### src/fvcc_pkg.sv
// ----------------------------------------------------------------------------
// fvcc_pkg
// Shared types, constants and the color wheel table of the flow color coder.
// ----------------------------------------------------------------------------
package fvcc_pkg;

  localparam int FLOW_BITS    = 16;
  localparam int SUM_W        = 2 * FLOW_BITS;
  localparam int ANG_W        = 16;
  localparam int RATIO_FRAC   = 16;
  localparam int PRESCALE     = 20;
  localparam int CORDIC_STEPS = 14;
  localparam int WHEEL_LEN    = 55;
  localparam int XY_W         = FLOW_BITS + PRESCALE + 4;

  typedef struct packed {
    logic                        action;
    logic                        frame_start;
    logic                        unknown;
    logic signed [FLOW_BITS-1:0] flow_x;
    logic signed [FLOW_BITS-1:0] flow_y;
  } in_t;

  typedef struct packed {
    logic [7:0] red;
    logic [7:0] green;
    logic [7:0] blue;
  } out_t;

  typedef struct packed {
    logic busy;
    logic done;
  } unit_stat_t;

  localparam logic signed [15:0] ATAN_TAB [CORDIC_STEPS] = '{
    16'sd8192, 16'sd4836, 16'sd2555, 16'sd1297, 16'sd651, 16'sd326, 16'sd163,
    16'sd81, 16'sd41, 16'sd20, 16'sd10, 16'sd5, 16'sd3, 16'sd1
  };

  // red, green, blue per wheel entry
  localparam logic [23:0] WHEEL [WHEEL_LEN] = '{
    {8'd255, 8'd0, 8'd0}, {8'd255, 8'd17, 8'd0}, {8'd255, 8'd34, 8'd0},
    {8'd255, 8'd51, 8'd0}, {8'd255, 8'd68, 8'd0}, {8'd255, 8'd85, 8'd0},
    {8'd255, 8'd102, 8'd0}, {8'd255, 8'd119, 8'd0}, {8'd255, 8'd136, 8'd0},
    {8'd255, 8'd153, 8'd0}, {8'd255, 8'd170, 8'd0}, {8'd255, 8'd187, 8'd0},
    {8'd255, 8'd204, 8'd0}, {8'd255, 8'd221, 8'd0}, {8'd255, 8'd238, 8'd0},
    {8'd255, 8'd255, 8'd0}, {8'd213, 8'd255, 8'd0}, {8'd170, 8'd255, 8'd0},
    {8'd128, 8'd255, 8'd0}, {8'd85, 8'd255, 8'd0}, {8'd43, 8'd255, 8'd0},
    {8'd0, 8'd255, 8'd0}, {8'd0, 8'd255, 8'd63}, {8'd0, 8'd255, 8'd127},
    {8'd0, 8'd255, 8'd191},
    {8'd0, 8'd255, 8'd255}, {8'd0, 8'd232, 8'd255}, {8'd0, 8'd209, 8'd255},
    {8'd0, 8'd186, 8'd255}, {8'd0, 8'd163, 8'd255}, {8'd0, 8'd140, 8'd255},
    {8'd0, 8'd116, 8'd255}, {8'd0, 8'd93, 8'd255}, {8'd0, 8'd70, 8'd255},
    {8'd0, 8'd47, 8'd255}, {8'd0, 8'd24, 8'd255},
    {8'd0, 8'd0, 8'd255}, {8'd19, 8'd0, 8'd255}, {8'd39, 8'd0, 8'd255},
    {8'd58, 8'd0, 8'd255}, {8'd78, 8'd0, 8'd255}, {8'd98, 8'd0, 8'd255},
    {8'd117, 8'd0, 8'd255}, {8'd137, 8'd0, 8'd255}, {8'd156, 8'd0, 8'd255},
    {8'd176, 8'd0, 8'd255}, {8'd196, 8'd0, 8'd255}, {8'd215, 8'd0, 8'd255},
    {8'd235, 8'd0, 8'd255},
    {8'd255, 8'd0, 8'd255}, {8'd255, 8'd0, 8'd213}, {8'd255, 8'd0, 8'd170},
    {8'd255, 8'd0, 8'd128}, {8'd255, 8'd0, 8'd85}, {8'd255, 8'd0, 8'd43}
  };

  function automatic logic [23:0] wheel_color(input logic [5:0] k);
    logic [23:0] c;
    if (k < 6'(WHEEL_LEN)) begin
      c = WHEEL[k];
    end else begin
      c = WHEEL[WHEEL_LEN-1];
    end
    return c;
  endfunction

endpackage

### src/fvcc_root.sv
// ----------------------------------------------------------------------------
// fvcc_root
// Bit-serial integer square root, one result bit per cycle.
// ----------------------------------------------------------------------------
module fvcc_root (
  input  logic                            clk,
  input  logic                            rst,
  input  logic                            start,
  input  logic [fvcc_pkg::SUM_W-1:0]      radicand,
  output fvcc_pkg::unit_stat_t            stat,
  output logic [fvcc_pkg::FLOW_BITS-1:0]  root
);

  localparam int W     = fvcc_pkg::SUM_W;
  localparam int STEPS = W / 2;
  localparam int CNT_W = $clog2(STEPS);

  logic [W-1:0]     rem;
  logic [W-1:0]     acc;
  logic [W-1:0]     bitm;
  logic [CNT_W-1:0] cnt;
  logic             busy;
  logic             done;
  logic [W-1:0]     trial;

  assign trial = acc + bitm;

  always_ff @(posedge clk) begin
    if (rst) begin
      busy <= 1'b0;
      done <= 1'b0;
    end else begin
      done <= 1'b0;
      if (start) begin
        busy <= 1'b1;
        cnt  <= '0;
        rem  <= radicand;
        acc  <= '0;
        bitm <= W'(1) << (W - 2);
      end else if (busy) begin
        if (rem >= trial) begin
          rem <= rem - trial;
          acc <= (acc >> 1) + bitm;
        end else begin
          acc <= acc >> 1;
        end
        bitm <= bitm >> 2;
        cnt  <= cnt + 1'b1;
        if (cnt == CNT_W'(STEPS - 1)) begin
          busy <= 1'b0;
          done <= 1'b1;
        end
      end
    end
  end

  assign stat = '{busy: busy, done: done};
  assign root = acc[fvcc_pkg::FLOW_BITS-1:0];

endmodule

### src/fvcc_divide.sv
// ----------------------------------------------------------------------------
// fvcc_divide
// Restoring divider for radius over maximum radius, one quotient bit a cycle.
// ----------------------------------------------------------------------------
module fvcc_divide (
  input  logic                             clk,
  input  logic                             rst,
  input  logic                             start,
  input  logic [fvcc_pkg::FLOW_BITS-1:0]   num,
  input  logic [fvcc_pkg::FLOW_BITS-1:0]   den,
  output fvcc_pkg::unit_stat_t             stat,
  output logic [fvcc_pkg::RATIO_FRAC:0]    ratio,
  output logic                             over
);

  localparam int F     = fvcc_pkg::FLOW_BITS;
  localparam int Q     = fvcc_pkg::RATIO_FRAC;
  localparam int CNT_W = $clog2(Q);

  logic [F-1:0]     den_q;
  logic [F:0]       rem;
  logic [Q-1:0]     quo;
  logic             zero_q;
  logic             eq_q;
  logic [CNT_W-1:0] cnt;
  logic             busy;
  logic             done;
  logic [F+1:0]     sh;
  logic             ge;

  assign sh = {rem, 1'b0};
  assign ge = sh >= {2'b00, den_q};

  always_ff @(posedge clk) begin
    if (rst) begin
      busy <= 1'b0;
      done <= 1'b0;
    end else begin
      done <= 1'b0;
      if (start) begin
        busy   <= 1'b1;
        cnt    <= '0;
        den_q  <= den;
        rem    <= {1'b0, num};
        quo    <= '0;
        zero_q <= (den == '0);
        eq_q   <= (num == den);
        over   <= (den != '0) && (num > den);
      end else if (busy) begin
        rem <= ge ? (F+1)'(sh - {2'b00, den_q}) : sh[F:0];
        quo <= {quo[Q-2:0], ge};
        cnt <= cnt + 1'b1;
        if (cnt == CNT_W'(Q - 1)) begin
          busy <= 1'b0;
          done <= 1'b1;
        end
      end
    end
  end

  always_comb begin
    if (zero_q) begin
      ratio = '0;
    end else if (eq_q) begin
      ratio = (Q+1)'(1) << Q;
    end else begin
      ratio = {1'b0, quo};
    end
  end

  assign stat = '{busy: busy, done: done};

endmodule

### src/fvcc_cordic.sv
// ----------------------------------------------------------------------------
// fvcc_cordic
// Vectoring cordic on the first octant, one rotation a cycle, then unfolded
// to a binary angle over the full circle.
// ----------------------------------------------------------------------------
module fvcc_cordic (
  input  logic                                  clk,
  input  logic                                  rst,
  input  logic                                  start,
  input  logic signed [fvcc_pkg::FLOW_BITS-1:0] fx,
  input  logic signed [fvcc_pkg::FLOW_BITS-1:0] fy,
  output fvcc_pkg::unit_stat_t                  stat,
  output logic [fvcc_pkg::ANG_W-1:0]            angle
);

  localparam int F     = fvcc_pkg::FLOW_BITS;
  localparam int W     = fvcc_pkg::XY_W;
  localparam int STEPS = fvcc_pkg::CORDIC_STEPS;
  localparam int CNT_W = $clog2(STEPS);

  logic signed [W-1:0] xr;
  logic signed [W-1:0] yr;
  logic signed [15:0]  z;
  logic [CNT_W-1:0]    cnt;
  logic                busy;
  logic                done;
  logic                xneg;
  logic                yneg;
  logic                swapped;
  logic [F-1:0]        ax;
  logic [F-1:0]        ay;
  logic [F-1:0]        big;
  logic [F-1:0]        lit;
  logic [13:0]         zc;
  logic [14:0]         zs;
  logic [16:0]         t;

  assign ax  = fx[F-1] ? F'(-fx) : F'(fx);
  assign ay  = fy[F-1] ? F'(-fy) : F'(fy);
  assign big = (ay > ax) ? ay : ax;
  assign lit = (ay > ax) ? ax : ay;

  always_ff @(posedge clk) begin
    if (rst) begin
      busy <= 1'b0;
      done <= 1'b0;
    end else begin
      done <= 1'b0;
      if (start) begin
        busy    <= 1'b1;
        cnt     <= '0;
        z       <= '0;
        xneg    <= fx[F-1];
        yneg    <= fy[F-1];
        swapped <= ay > ax;
        xr      <= signed'({{(W-F){1'b0}}, big}) <<< fvcc_pkg::PRESCALE;
        yr      <= signed'({{(W-F){1'b0}}, lit}) <<< fvcc_pkg::PRESCALE;
      end else if (busy) begin
        if (yr > 0) begin
          xr <= xr + (yr >>> cnt);
          yr <= yr - (xr >>> cnt);
          z  <= z + fvcc_pkg::ATAN_TAB[cnt];
        end else begin
          xr <= xr - (yr >>> cnt);
          yr <= yr + (xr >>> cnt);
          z  <= z - fvcc_pkg::ATAN_TAB[cnt];
        end
        cnt <= cnt + 1'b1;
        if (cnt == CNT_W'(STEPS - 1)) begin
          busy <= 1'b0;
          done <= 1'b1;
        end
      end
    end
  end

  always_comb begin
    if (z < 0) begin
      zc = '0;
    end else if (z > 16'sd8192) begin
      zc = 14'd8192;
    end else begin
      zc = z[13:0];
    end
    zs = swapped ? 15'd16384 - {1'b0, zc} : {1'b0, zc};
    case ({xneg, yneg})
      2'b00:   t = {2'b00, zs};
      2'b10:   t = 17'd32768 - {2'b00, zs};
      2'b11:   t = 17'd32768 + {2'b00, zs};
      default: t = 17'd65536 - {2'b00, zs};
    endcase
  end

  assign angle = t[fvcc_pkg::ANG_W-1:0];
  assign stat  = '{busy: busy, done: done};

endmodule

### src/fvcc_blend.sv
// ----------------------------------------------------------------------------
// fvcc_blend
// Wheel lookup, blend and saturation, one channel at a time: a blend phase, then a saturation phase.
// ----------------------------------------------------------------------------
module fvcc_blend (
  input  logic                            clk,
  input  logic                            rst,
  input  logic                            start,
  input  logic [fvcc_pkg::ANG_W-1:0]      angle,
  input  logic [fvcc_pkg::RATIO_FRAC:0]   ratio,
  input  logic                            over,
  output fvcc_pkg::unit_stat_t            stat,
  output fvcc_pkg::out_t                  color
);

  localparam int RW = fvcc_pkg::RATIO_FRAC + 1;

  logic [23:0]   c0;
  logic [23:0]   c1;
  logic [15:0]   frac;
  logic [RW-1:0] ratio_q;
  logic          over_q;
  logic [1:0]    ch;
  logic          phase;
  logic [23:0]   creg;
  logic          busy;
  logic          done;
  logic [21:0]   wpos;
  logic [5:0]    k0;
  logic [5:0]    k1;
  logic [7:0]    b0;
  logic [7:0]    b1;
  logic [24:0]   mix;
  logic [23:0]   dd;
  logic [41:0]   prod;
  logic [41:0]   pr;
  logic [9:0]    pv;
  logic [7:0]    vin;
  logic [25:0]   o3;
  logic [7:0]    val;

  function automatic logic [7:0] chan(input logic [23:0] c, input logic [1:0] idx);
    logic [7:0] r;
    case (idx)
      2'd0:    r = c[23:16];
      2'd1:    r = c[15:8];
      default: r = c[7:0];
    endcase
    return r;
  endfunction

  assign wpos = 22'(angle) * 22'(fvcc_pkg::WHEEL_LEN - 1);
  assign k0   = wpos[21:16];
  assign k1   = (k0 == 6'(fvcc_pkg::WHEEL_LEN - 1)) ? 6'd0 : k0 + 6'd1;

  assign b0  = chan(c0, ch);
  assign b1  = chan(c1, ch);
  assign mix = 25'(b0) * (25'h10000 - 25'(frac)) + 25'(b1) * 25'(frac);

  assign dd   = 24'd16711680 - creg;
  assign prod = 42'(ratio_q) * 42'(dd);
  assign pr   = prod + 42'h0_FFFF_FFFF;
  assign pv   = pr[41:32];
  assign vin  = (pv > 10'd255) ? 8'd0 : 8'(10'd255 - pv);
  assign o3   = 26'(creg) * 26'd3;
  assign val  = over_q ? o3[25:18] : vin;

  always_ff @(posedge clk) begin
    if (rst) begin
      busy <= 1'b0;
      done <= 1'b0;
    end else begin
      done <= 1'b0;
      if (start) begin
        busy    <= 1'b1;
        ch      <= 2'd0;
        phase   <= 1'b0;
        c0      <= fvcc_pkg::wheel_color(k0);
        c1      <= fvcc_pkg::wheel_color(k1);
        frac    <= wpos[15:0];
        ratio_q <= ratio;
        over_q  <= over;
      end else if (busy) begin
        phase <= ~phase;
        if (!phase) begin
          creg <= mix[23:0];
        end else begin
          case (ch)
            2'd0:    color.red   <= val;
            2'd1:    color.green <= val;
            default: color.blue  <= val;
          endcase
          ch <= ch + 2'd1;
          if (ch == 2'd2) begin
            busy <= 1'b0;
            done <= 1'b1;
          end
        end
      end
    end
  end

  assign stat = '{busy: busy, done: done};

endmodule

### src/flow_vector_color_coder_top.sv
// ----------------------------------------------------------------------------
// flow_vector_color_coder_top
// Optical-flow color wheel coder with a measure pass and a paint pass.
// ----------------------------------------------------------------------------
// One word is worked on at a time; item_ready is high only while idle. A
// measure word passes two states on the shared squaring multiplier (x,
// then y) and the bit-serial square root (16 steps and a done strobe). A
// paint word then also waits on the 16-step divider and the 14-step
// cordic, run side by side, and on the blend unit (a blend and a
// saturation phase per channel), then loads the output register once it
// is free. An unknown vector skips the units: measured, it leaves the block
// idle; painted, it goes straight to the hold state with a zero color. The
// output register lets the next word in while a color still waits to be
// taken; a color that is ready while the previous one is still held waits
// in the hold state until the register is free.
module flow_vector_color_coder_top (
  input  logic           clk,
  input  logic           rst,
  input  logic           item_valid,
  output logic           item_ready,
  input  fvcc_pkg::in_t  item,
  output logic           color_valid,
  input  logic           color_ready,
  output fvcc_pkg::out_t color
);

  localparam int F = fvcc_pkg::FLOW_BITS;

  typedef enum logic [6:0] {
    S_IDLE  = 7'b0000001,
    S_SQX   = 7'b0000010,
    S_SQY   = 7'b0000100,
    S_ROOT  = 7'b0001000,
    S_ARC   = 7'b0010000,
    S_SHADE = 7'b0100000,
    S_HOLD  = 7'b1000000
  } state_t;

  state_t                      state;
  fvcc_pkg::in_t               word;
  logic [fvcc_pkg::SUM_W-1:0]  sumsq;
  logic [F-1:0]                max_radius;
  logic                        div_seen;
  logic                        cordic_seen;

  logic                        accept;
  logic signed [F-1:0]         mul_op;
  logic signed [2*F-1:0]       sq;
  logic [fvcc_pkg::SUM_W-1:0]  radicand;
  logic                        root_start;
  logic                        arc_start;
  logic                        blend_start;
  logic                        load;
  logic [F-1:0]                root_val;
  logic [fvcc_pkg::RATIO_FRAC:0] ratio;
  logic                        over;
  logic [fvcc_pkg::ANG_W-1:0]  angle;
  fvcc_pkg::out_t              blend_color;
  fvcc_pkg::unit_stat_t        root_stat;
  fvcc_pkg::unit_stat_t        div_stat;
  fvcc_pkg::unit_stat_t        cordic_stat;
  fvcc_pkg::unit_stat_t        blend_stat;

  assign item_ready = (state == S_IDLE);
  assign accept     = item_valid && item_ready;

  // shared squaring multiplier
  assign mul_op   = (state == S_SQX) ? word.flow_x : word.flow_y;
  assign sq       = mul_op * mul_op;
  assign radicand = sumsq + fvcc_pkg::SUM_W'(sq);

  assign root_start  = (state == S_SQY);
  assign arc_start   = (state == S_ROOT) && root_stat.done && word.action;
  assign blend_start = (state == S_ARC) && (div_seen || div_stat.done)
                       && (cordic_seen || cordic_stat.done);
  assign load        = (state == S_HOLD) && (!color_valid || color_ready);

  fvcc_root u_root (
    .clk      (clk),
    .rst      (rst),
    .start    (root_start),
    .radicand (radicand),
    .stat     (root_stat),
    .root     (root_val)
  );

  fvcc_divide u_divide (
    .clk   (clk),
    .rst   (rst),
    .start (arc_start),
    .num   (root_val),
    .den   (max_radius),
    .stat  (div_stat),
    .ratio (ratio),
    .over  (over)
  );

  fvcc_cordic u_cordic (
    .clk   (clk),
    .rst   (rst),
    .start (arc_start),
    .fx    (word.flow_x),
    .fy    (word.flow_y),
    .stat  (cordic_stat),
    .angle (angle)
  );

  fvcc_blend u_blend (
    .clk   (clk),
    .rst   (rst),
    .start (blend_start),
    .angle (angle),
    .ratio (ratio),
    .over  (over),
    .stat  (blend_stat),
    .color (blend_color)
  );

  always_ff @(posedge clk) begin
    if (rst) begin
      state       <= S_IDLE;
      max_radius  <= '0;
      div_seen    <= 1'b0;
      cordic_seen <= 1'b0;
      color_valid <= 1'b0;
    end else begin
      if (load) begin
        color_valid <= 1'b1;
        color       <= word.unknown ? '0 : blend_color;
      end else if (color_ready) begin
        color_valid <= 1'b0;
      end
      case (state)
        S_IDLE: begin
          if (accept) begin
            word <= item;
            if (!item.action && item.frame_start) begin
              max_radius <= '0;
            end
            if (!item.unknown) begin
              state <= S_SQX;
            end else if (item.action) begin
              state <= S_HOLD;
            end
          end
        end
        S_SQX: begin
          sumsq <= fvcc_pkg::SUM_W'(sq);
          state <= S_SQY;
        end
        S_SQY: begin
          state <= S_ROOT;
        end
        S_ROOT: begin
          if (root_stat.done) begin
            if (word.action) begin
              div_seen    <= 1'b0;
              cordic_seen <= 1'b0;
              state       <= S_ARC;
            end else begin
              if (root_val > max_radius) begin
                max_radius <= root_val;
              end
              state <= S_IDLE;
            end
          end
        end
        S_ARC: begin
          if (div_stat.done) begin
            div_seen <= 1'b1;
          end
          if (cordic_stat.done) begin
            cordic_seen <= 1'b1;
          end
          if (blend_start) begin
            state <= S_SHADE;
          end
        end
        S_SHADE: begin
          if (blend_stat.done) begin
            state <= S_HOLD;
          end
        end
        S_HOLD: begin
          if (load) begin
            state <= S_IDLE;
          end
        end
        default: begin
          state <= S_IDLE;
        end
      endcase
    end
  end

  // no new word while any unit is still working
  assert property (@(posedge clk) disable iff (rst)
    item_ready |-> !(root_stat.busy || div_stat.busy || cordic_stat.busy
                     || blend_stat.busy))
    else $error("word accepted while a unit is busy");

  // the blend only starts once both angle and ratio are final
  assert property (@(posedge clk) disable iff (rst)
    blend_start |-> !div_stat.busy && !cordic_stat.busy)
    else $error("blend started before divider and cordic finished");

  // the root of a measure word never lowers the maximum; a frame start clears it on accept
  assert property (@(posedge clk) disable iff (rst)
    (state == S_ROOT) && root_stat.done && !word.action
      |=> max_radius >= $past(max_radius))
    else $error("maximum radius decreased on a measure word");

  // a color is only loaded from the hold state
  assert property (@(posedge clk) disable iff (rst)
    $rose(color_valid) |-> $past(state == S_HOLD))
    else $error("color loaded outside the hold state");

endmodule
### config.mk
export PLATFORM = sky130hd
export DESIGN_NAME = flow_vector_color_coder_top
export DESIGN_NICKNAME = d
export VERILOG_FILES = /design/src/fvcc_pkg.sv /design/src/fvcc_root.sv /design/src/fvcc_divide.sv /design/src/fvcc_cordic.sv /design/src/fvcc_blend.sv /design/src/flow_vector_color_coder_top.sv
export SDC_FILE = /design/constraint.sdc
export NUM_CORES = 2
export LEC_CHECK = 0
export ABC_AREA = 1
export BUFFER_PORTS_ARGS = -buffer_cell sky130_fd_sc_hd__buf_4
export CORE_MARGIN = 5
export CORE_UTILIZATION = 50
export CTS_BUF_LIST = sky130_fd_sc_hd__clkbuf_4 sky130_fd_sc_hd__clkbuf_8
export CTS_CLUSTER_DIAMETER = 40
export CTS_CLUSTER_SIZE = 24
export DETAILED_ROUTE_END_ITERATION = 16
export GPL_TIMING_DRIVEN = 0
export PLACE_DENSITY_LB_ADDON = 0.1
export SETUP_SLACK_MARGIN = 0.05
export SYNTH_ARGS = -nofsm -noshare
export SYNTH_HDL_FRONTEND = slang
export SYNTH_HIERARCHICAL = 1
export SYNTH_SLANG_ARGS = --single-unit
### constraint.sdc
create_clock -name clk -period 11 [get_ports clk]
set_clock_uncertainty 0.05 [all_clocks]
set_input_delay 1.65 -clock clk [delete_from_list [all_inputs] [get_ports clk]]
set_output_delay 1.65 -clock clk [all_outputs]
set_load 0.02 [all_outputs]
Yosys cells after proc, flatten, opt, wreduce, memory -nomap -nowiden
Memory sizes are Yosys's and may differ from the RTL's. A register that Yosys moved wholly into a read port is not among the register bits.
Cells that the tools add are included.
{"block": "op_classes", "add_sub_neg": 27, "multipliers": 6, "div_mod_pow": 0, "order_cmp": 11, "n_eq_ne": 28, "n_shift": 2, "mux": 81, "bitwise_logic": 11, "n_reduce_logical": 53}
{"op": "two-way mux 16 bit", "n": 16}
{"op": "two-way mux 32 bit", "n": 5}
{"op": "two-way mux 40 bit", "n": 4}
{"op": "adder 40 bit", "n": 2}
{"op": ">>> shifter 40 x 4 -> 40 bit", "n": 2}
{"op": "subtractor 40 bit", "n": 2}
{"op": "two-way mux 36 bit", "n": 2}
{"op": "two-way mux 17 bit", "n": 3}
{"op": "two-way mux 7 bit", "n": 7}
{"op": "case mux 7 bit (7 select lines)", "n": 1}
{"op": "case mux 16 bit (3 select lines)", "n": 1}
{"op": "adder 41 x 32 -> 42 bit (second input constant)", "n": 1}
{"op": "multiplier 17 x 24 -> 41 bit", "n": 1}
{"op": "greater-than comparator 40 x 1 -> 1 bit (second input constant)", "n": 1}
{"op": "adder 31 x 31 -> 32 bit", "n": 1}
{"op": "adder 32 x 31 -> 32 bit", "n": 1}
{"op": "adder 32 bit", "n": 1}
{"op": "greater-or-equal comparator 32 bit", "n": 1}
{"op": "greater-than comparator 16 bit", "n": 2}
{"op": "multiplier 16 x 16 -> 32 bit", "n": 1}
{"op": "negator 16 bit", "n": 2}
{"op": "case mux 16 bit (2 select lines)", "n": 1}
{"op": "case mux 8 bit (2 select lines)", "n": 2}
{"op": "subtractor 32 bit", "n": 1}
{"op": "67 further kinds", "n": 158}
{"block": "totals", "reg_bits": 451, "latchBits": 0, "ram_bits": 0, "mem_bits_ro": 3328, "input_bits": 39, "output_inout_bits": 26, "wordCells": 274, "memories": 3}
{"name": "(no name shown)", "words": 64, "width": 24, "rd": 1, "rd_clocked_by_memory_dff": 1, "wr": 0, "line": "fvcc_pkg.sv:67", "source": "c = WHEEL[k];"}
{"name": "(no name shown)", "words": 64, "width": 24, "rd": 1, "rd_clocked_by_memory_dff": 1, "wr": 0, "line": "fvcc_pkg.sv:67"}
{"name": "(no name shown)", "words": 16, "width": 16, "rd": 1, "rd_clocked_by_memory_dff": 0, "wr": 0, "line": "fvcc_cordic.sv:62", "source": "z <= z + fvcc_pkg::ATAN_TAB[cnt];"}

Longest topological paths before layout
{"block": "depth", "word_depth": 12, "ltp_mapped": 54, "mapped_depth_nobuf": 53}

By module
The synthesis kept the hierarchy.
{"mod": "fvcc_blend", "n_inst": 1, "cells_per_inst": 3923, "area_per_inst_um2": 31224.9, "seq_area_each_um2": 3793.6}
{"mod": "fvcc_cordic", "n_inst": 1, "cells_per_inst": 3143, "area_per_inst_um2": 18392.6, "seq_area_each_um2": 3133.0}
{"mod": "flow_vector_color_coder_top", "n_inst": 1, "cells_per_inst": 1958, "area_per_inst_um2": 16244.3, "seq_area_each_um2": 3193.1}
{"mod": "fvcc_root", "n_inst": 1, "cells_per_inst": 1463, "area_per_inst_um2": 9346.5, "seq_area_each_um2": 2562.5}
{"mod": "fvcc_divide", "n_inst": 1, "cells_per_inst": 553, "area_per_inst_um2": 4184.0, "seq_area_each_um2": 1721.7}

Least setup slack after synthesis
OpenSTA, ideal clock, no wires.
{"block": "synth_timing", "path_type": "register -> register", "from": "reg state[4]", "to": "reg u_root.rem[31], data pin", "setup_time_ps": 254, "arrival_ps": 7374, "required_ps": 10696, "setup_slack_ps": 3323, "path_stages_with_launch": 38, "path_buffers": 2, "period_less_slack_ps": 7677, "path_cell_list": "dfxtp_1 nor3_4 nand2_4 buf_4 o21ai_1 buf_2 nand2_1 fa_1 inv_1 fa_1 inv_1 fa_1 fa_1 inv_1 fa_1 inv_1 fa_1 inv_1 (+2 left out) nor2_1 nor2_1 a21boi_0 o211ai_1 xor2_1 ha_1 a21oi_1 nand2_1 nand2_1 nand2_1 a21oi_1 nand3b_1 nand2_1 inv_1 nand2_1 nand2_1 nand2_1 nand2_1"}
{"block": "synth_between", "elab_chain_len": 5, "word_cells_on_any_way": 6, "cone_classes": "add/sub: 1; mul: 1; eq/ne: 2; mux: 2"}
{"item": "from (decl)", "line": "flow_vector_color_coder_top.sv:39", "source": "state_t state;"}
{"item": "from (signal assigned)", "line": "flow_vector_color_coder_top.sv:121", "source": "state <= S_IDLE;"}
{"item": "from (signal assigned)", "line": "flow_vector_color_coder_top.sv:141", "source": "state <= S_SQX;"}
{"item": "from (signal assigned)", "line": "flow_vector_color_coder_top.sv:143", "source": "state <= S_HOLD;"}
{"item": "== test 7 x 2 -> 1 bit", "line": "flow_vector_color_coder_top.sv:68", "source": "assign mul_op = (state == S_SQX) ? word.flow_x : word.flow_y;"}
{"item": "two-way mux 16 bit", "line": "flow_vector_color_coder_top.sv:68"}
{"item": "multiplier 16 x 16 -> 32 bit", "line": "flow_vector_color_coder_top.sv:69", "source": "assign sq = mul_op * mul_op;"}
{"item": "named net sq[26]", "line": "flow_vector_color_coder_top.sv:48", "source": "logic signed [2*F-1:0] sq;"}
{"item": "adder 32 bit", "line": "flow_vector_color_coder_top.sv:70", "source": "assign radicand = sumsq + fvcc_pkg::SUM_W'(sq);"}
{"item": "named net radicand (one bit)", "line": "flow_vector_color_coder_top.sv:49", "source": "logic [fvcc_pkg::SUM_W-1:0] radicand;"}
{"item": "two-way mux 32 bit", "line": "fvcc_root.sv:34", "source": "if (start) begin"}
{"item": "to (signal assigned)", "line": "fvcc_root.sv:37", "source": "rem <= radicand;"}
{"item": "to (signal assigned)", "line": "fvcc_root.sv:42", "source": "rem <= rem - trial;"}
{"item": "to (decl)", "line": "fvcc_root.sv:18", "source": "logic [W-1:0] rem;"}
The timed path passes the listed nets, and every way through them passes these cells.
A chain may end at the register's enable or synchronous reset.

Final worst setup path
{"block": "layout_timing", "from": "reg u_blend.ch[0]", "to": "reg u_blend.creg[23], data pin"}
{"block": "layout_between", "elab_chain_len": 4, "word_cells_on_any_way": 7, "cone_classes": "add/sub: 1; mul: 2; eq/ne: 1; mux: 2; reduce/logical: 1"}
{"item": "from (decl)", "line": "fvcc_blend.sv:23", "source": "logic [1:0] ch;"}
{"item": "from (signal assigned)", "line": "fvcc_blend.sv:93", "source": "ch <= ch + 2'd1;"}
{"item": "== test 2 x 1 -> 1 bit or zero test 2 bit (tied branches)", "line": "fvcc_blend.sv:44", "source": "case (idx)"}
{"item": "case mux 8 bit (2 select lines)", "line": "fvcc_blend.sv:44"}
{"item": "multiplier 8 x 25 -> 24 bit or multiplier 8 x 15 -> 23 bit (tied branches)", "line": "fvcc_blend.sv:58", "source": "assign mix = 25'(b0) * (25'h10000 - 25'(frac)) + 25'(b1) * 25'(frac);"}
{"item": "adder 24 bit *", "line": "fvcc_blend.sv:58"}
{"item": "named net u_blend.mix[23]", "line": "fvcc_blend.sv:33", "source": "logic [24:0] mix;"}
{"item": "to (signal assigned)", "line": "fvcc_blend.sv:86", "source": "creg <= mix[23:0];"}
{"item": "to (decl)", "line": "fvcc_blend.sv:25", "source": "logic [23:0] creg;"}
The timed path passes the listed nets; every way through them passes the cells marked *.

==> reports/qor.yml <==
outcome: "finished clean"
critPathKind: "reg2reg"
rr_endpoint: "u_blend/creg[23]"
cap_viol_max_count: 0
fin_area_um2: 85200
dpl_cell_area_um2: 82800
syn_inst: 11000
synthToLayoutAreaGrowth_pct: 7.30
post-route-min-period_ps: 9890
ff2ff_path_depth: 32
hold_ws_ps: 449
cts_buffers: 100
arrival_ps: 10380
htreeDepth: 3
antenna_found_initial: 9
gp_congestion: 1.01
rsz0062_at_grt: "false"
cp_data_required_time_ps: 11490
crit_path_max_fanout: 10
synth_nets: 12500
overflow: 0
rows: 146
ctsHoldBuffers: 0
worstSetupStartpointType: "flip-flop"
relSlewSlack: 0.110
vias: 72300
tightest_slew_ps: 1330
cts_root_buf: "clkbuf_8"
r2r_setup_slack_ps: 1110
holdPathStages: 0
place.port_buffers: 64
drcViolationCount: 0
post_cts_resized: 0
cpPeakStageDelay_ps: 840
grt_use_total: 0.300
fin_crit_sh: 0.899
setup_tns_ps: 0
crit_path_end_kind: "flip-flop"
drt_wl_total_um: 253000
min_to: "u_divide/den_q[7]"
clk_pin_slew_ps: 70
cts_buffer_depth: 3
drive_above_1_share: 0.0586
slowest_stage: "a31oi_1"
fin_ws_ps: 1110
yosysWarnings: 6
routedWlPerCell_um: 18.9
initial_core_util: 0.502
syn_area_per_cell_um2: 7.19
fin_nets: 12700
cts_setup_buffers: 0
vias_per_cell: 5.40
min_from: "max_radius[7]"
slew_violations: 0
dr.pass1.iters: 6
r2r-start: "u_blend/ch[0]"
core_area_um2: 158000
clock_latency_ps: 810
fmax_mhz: 101
drtIter0Drc: 6085
setup_viol: 0
clkSinkCount: 491
grt_max_degree: 37
detailed_place_hpwl_um: 212000
hold_violations: 0
postRouteAntennaNets: 0
place_ws_ps: 1290
die_w_um: 408
grt_pass1_vias: 72900
hp-class: "reg2reg"
dieHeight_um: 408
top_level_ports: 65
grt_pass1_wl_um: 400000
cts_tree: "built"
syn-cell-area_um2: 79400
die_area_um2: 167000
-- final cells by class --
| class | count | area (um2) |
|---|---|---|
| multi-input cells | 8010 | 55100 |
| fillers | 15700 | 72900 |
| flip-flops and latches | 491 | 14400 |
| plain buffers | 286 | 1530 |
| clock inverters | 76 | 895 |
| well taps | 2072 | 2590 |
| inverters | 2249 | 8450 |
| diodes | 4 | 10.0 |
| repair buffers | 80 | 749 |
| clock buffers | 111 | 1470 |
-- cells in the final DEF (no fill, tap or decap), types with 102 or more instances in the layout --
cell         n
buf_4      102
xor2_1     183
nand3_1    674
a21oi_1    515
nor2_1    1136
ha_1       686
o21ai_0    408
clkbuf_1   141
edfxtp_1   457
inv_1     2193
nand2_1   2683
fa_1       777
nand4_1    106
clkbuf_8   103
-- per-layer routing --
metal	track usage	vias up	part of all wire
met2	0.507	2384	0.47
met5	0	-	0.00011
met1	0.391	34300	0.42
met3	0.0394	510	0.064
li1	-	35100	-
met4	0.122	4	0.045
-- how the worst max path moves through the flow --
stage,from,end,slack (ps),cells past startpoint
global placement,state[4],u_cordic/yr[0],380,9
detailed placement,u_blend/ch[0],u_blend/creg[23],1290,32
floorplan,state[4],u_root/rem[31],3320,37
global route,u_blend/ch[0],u_blend/creg[23],500,36
finish,u_blend/ch[0],u_blend/creg[23],1110,32
CTS,u_blend/ch[0],u_blend/creg[23],1240,32
-- sequential cells by signal, indices dropped and copies added, names as in the netlist, 21 cells and up --
signal and count:
u_blend/color 24, word 34, u_root/acc 32, color 24, u_blend/creg 23, u_cordic/xr 40
u_root/rem 32, sumsq 31, u_blend/c0 21, u_cordic/yr 40, u_blend/c1 21
-- per-stage QoR --
stage          std cells   util
2_1_floorplan      11000      -
5_1_grt            13400  0.539
6_report           13400  0.539
3_5_place_dp       13200  0.524
3_3_place_gp       13200  0.522
4_1_cts            13400  0.539
-- critical path, delay by kind of cell, from the launching register on --
family / cells / cell delay (ps)
xor+xnor: 1 / 60
simple gates: 7 / 1760
flops: 1 / 370
compound gates: 8 / 2430
buf+inv: 8 / 1480
fa+ha+maj: 8 / 3450
Power is left out: the tool's default activity adds up to more than one toggle a clock period on the data nets, which glitch-free logic cannot reach.
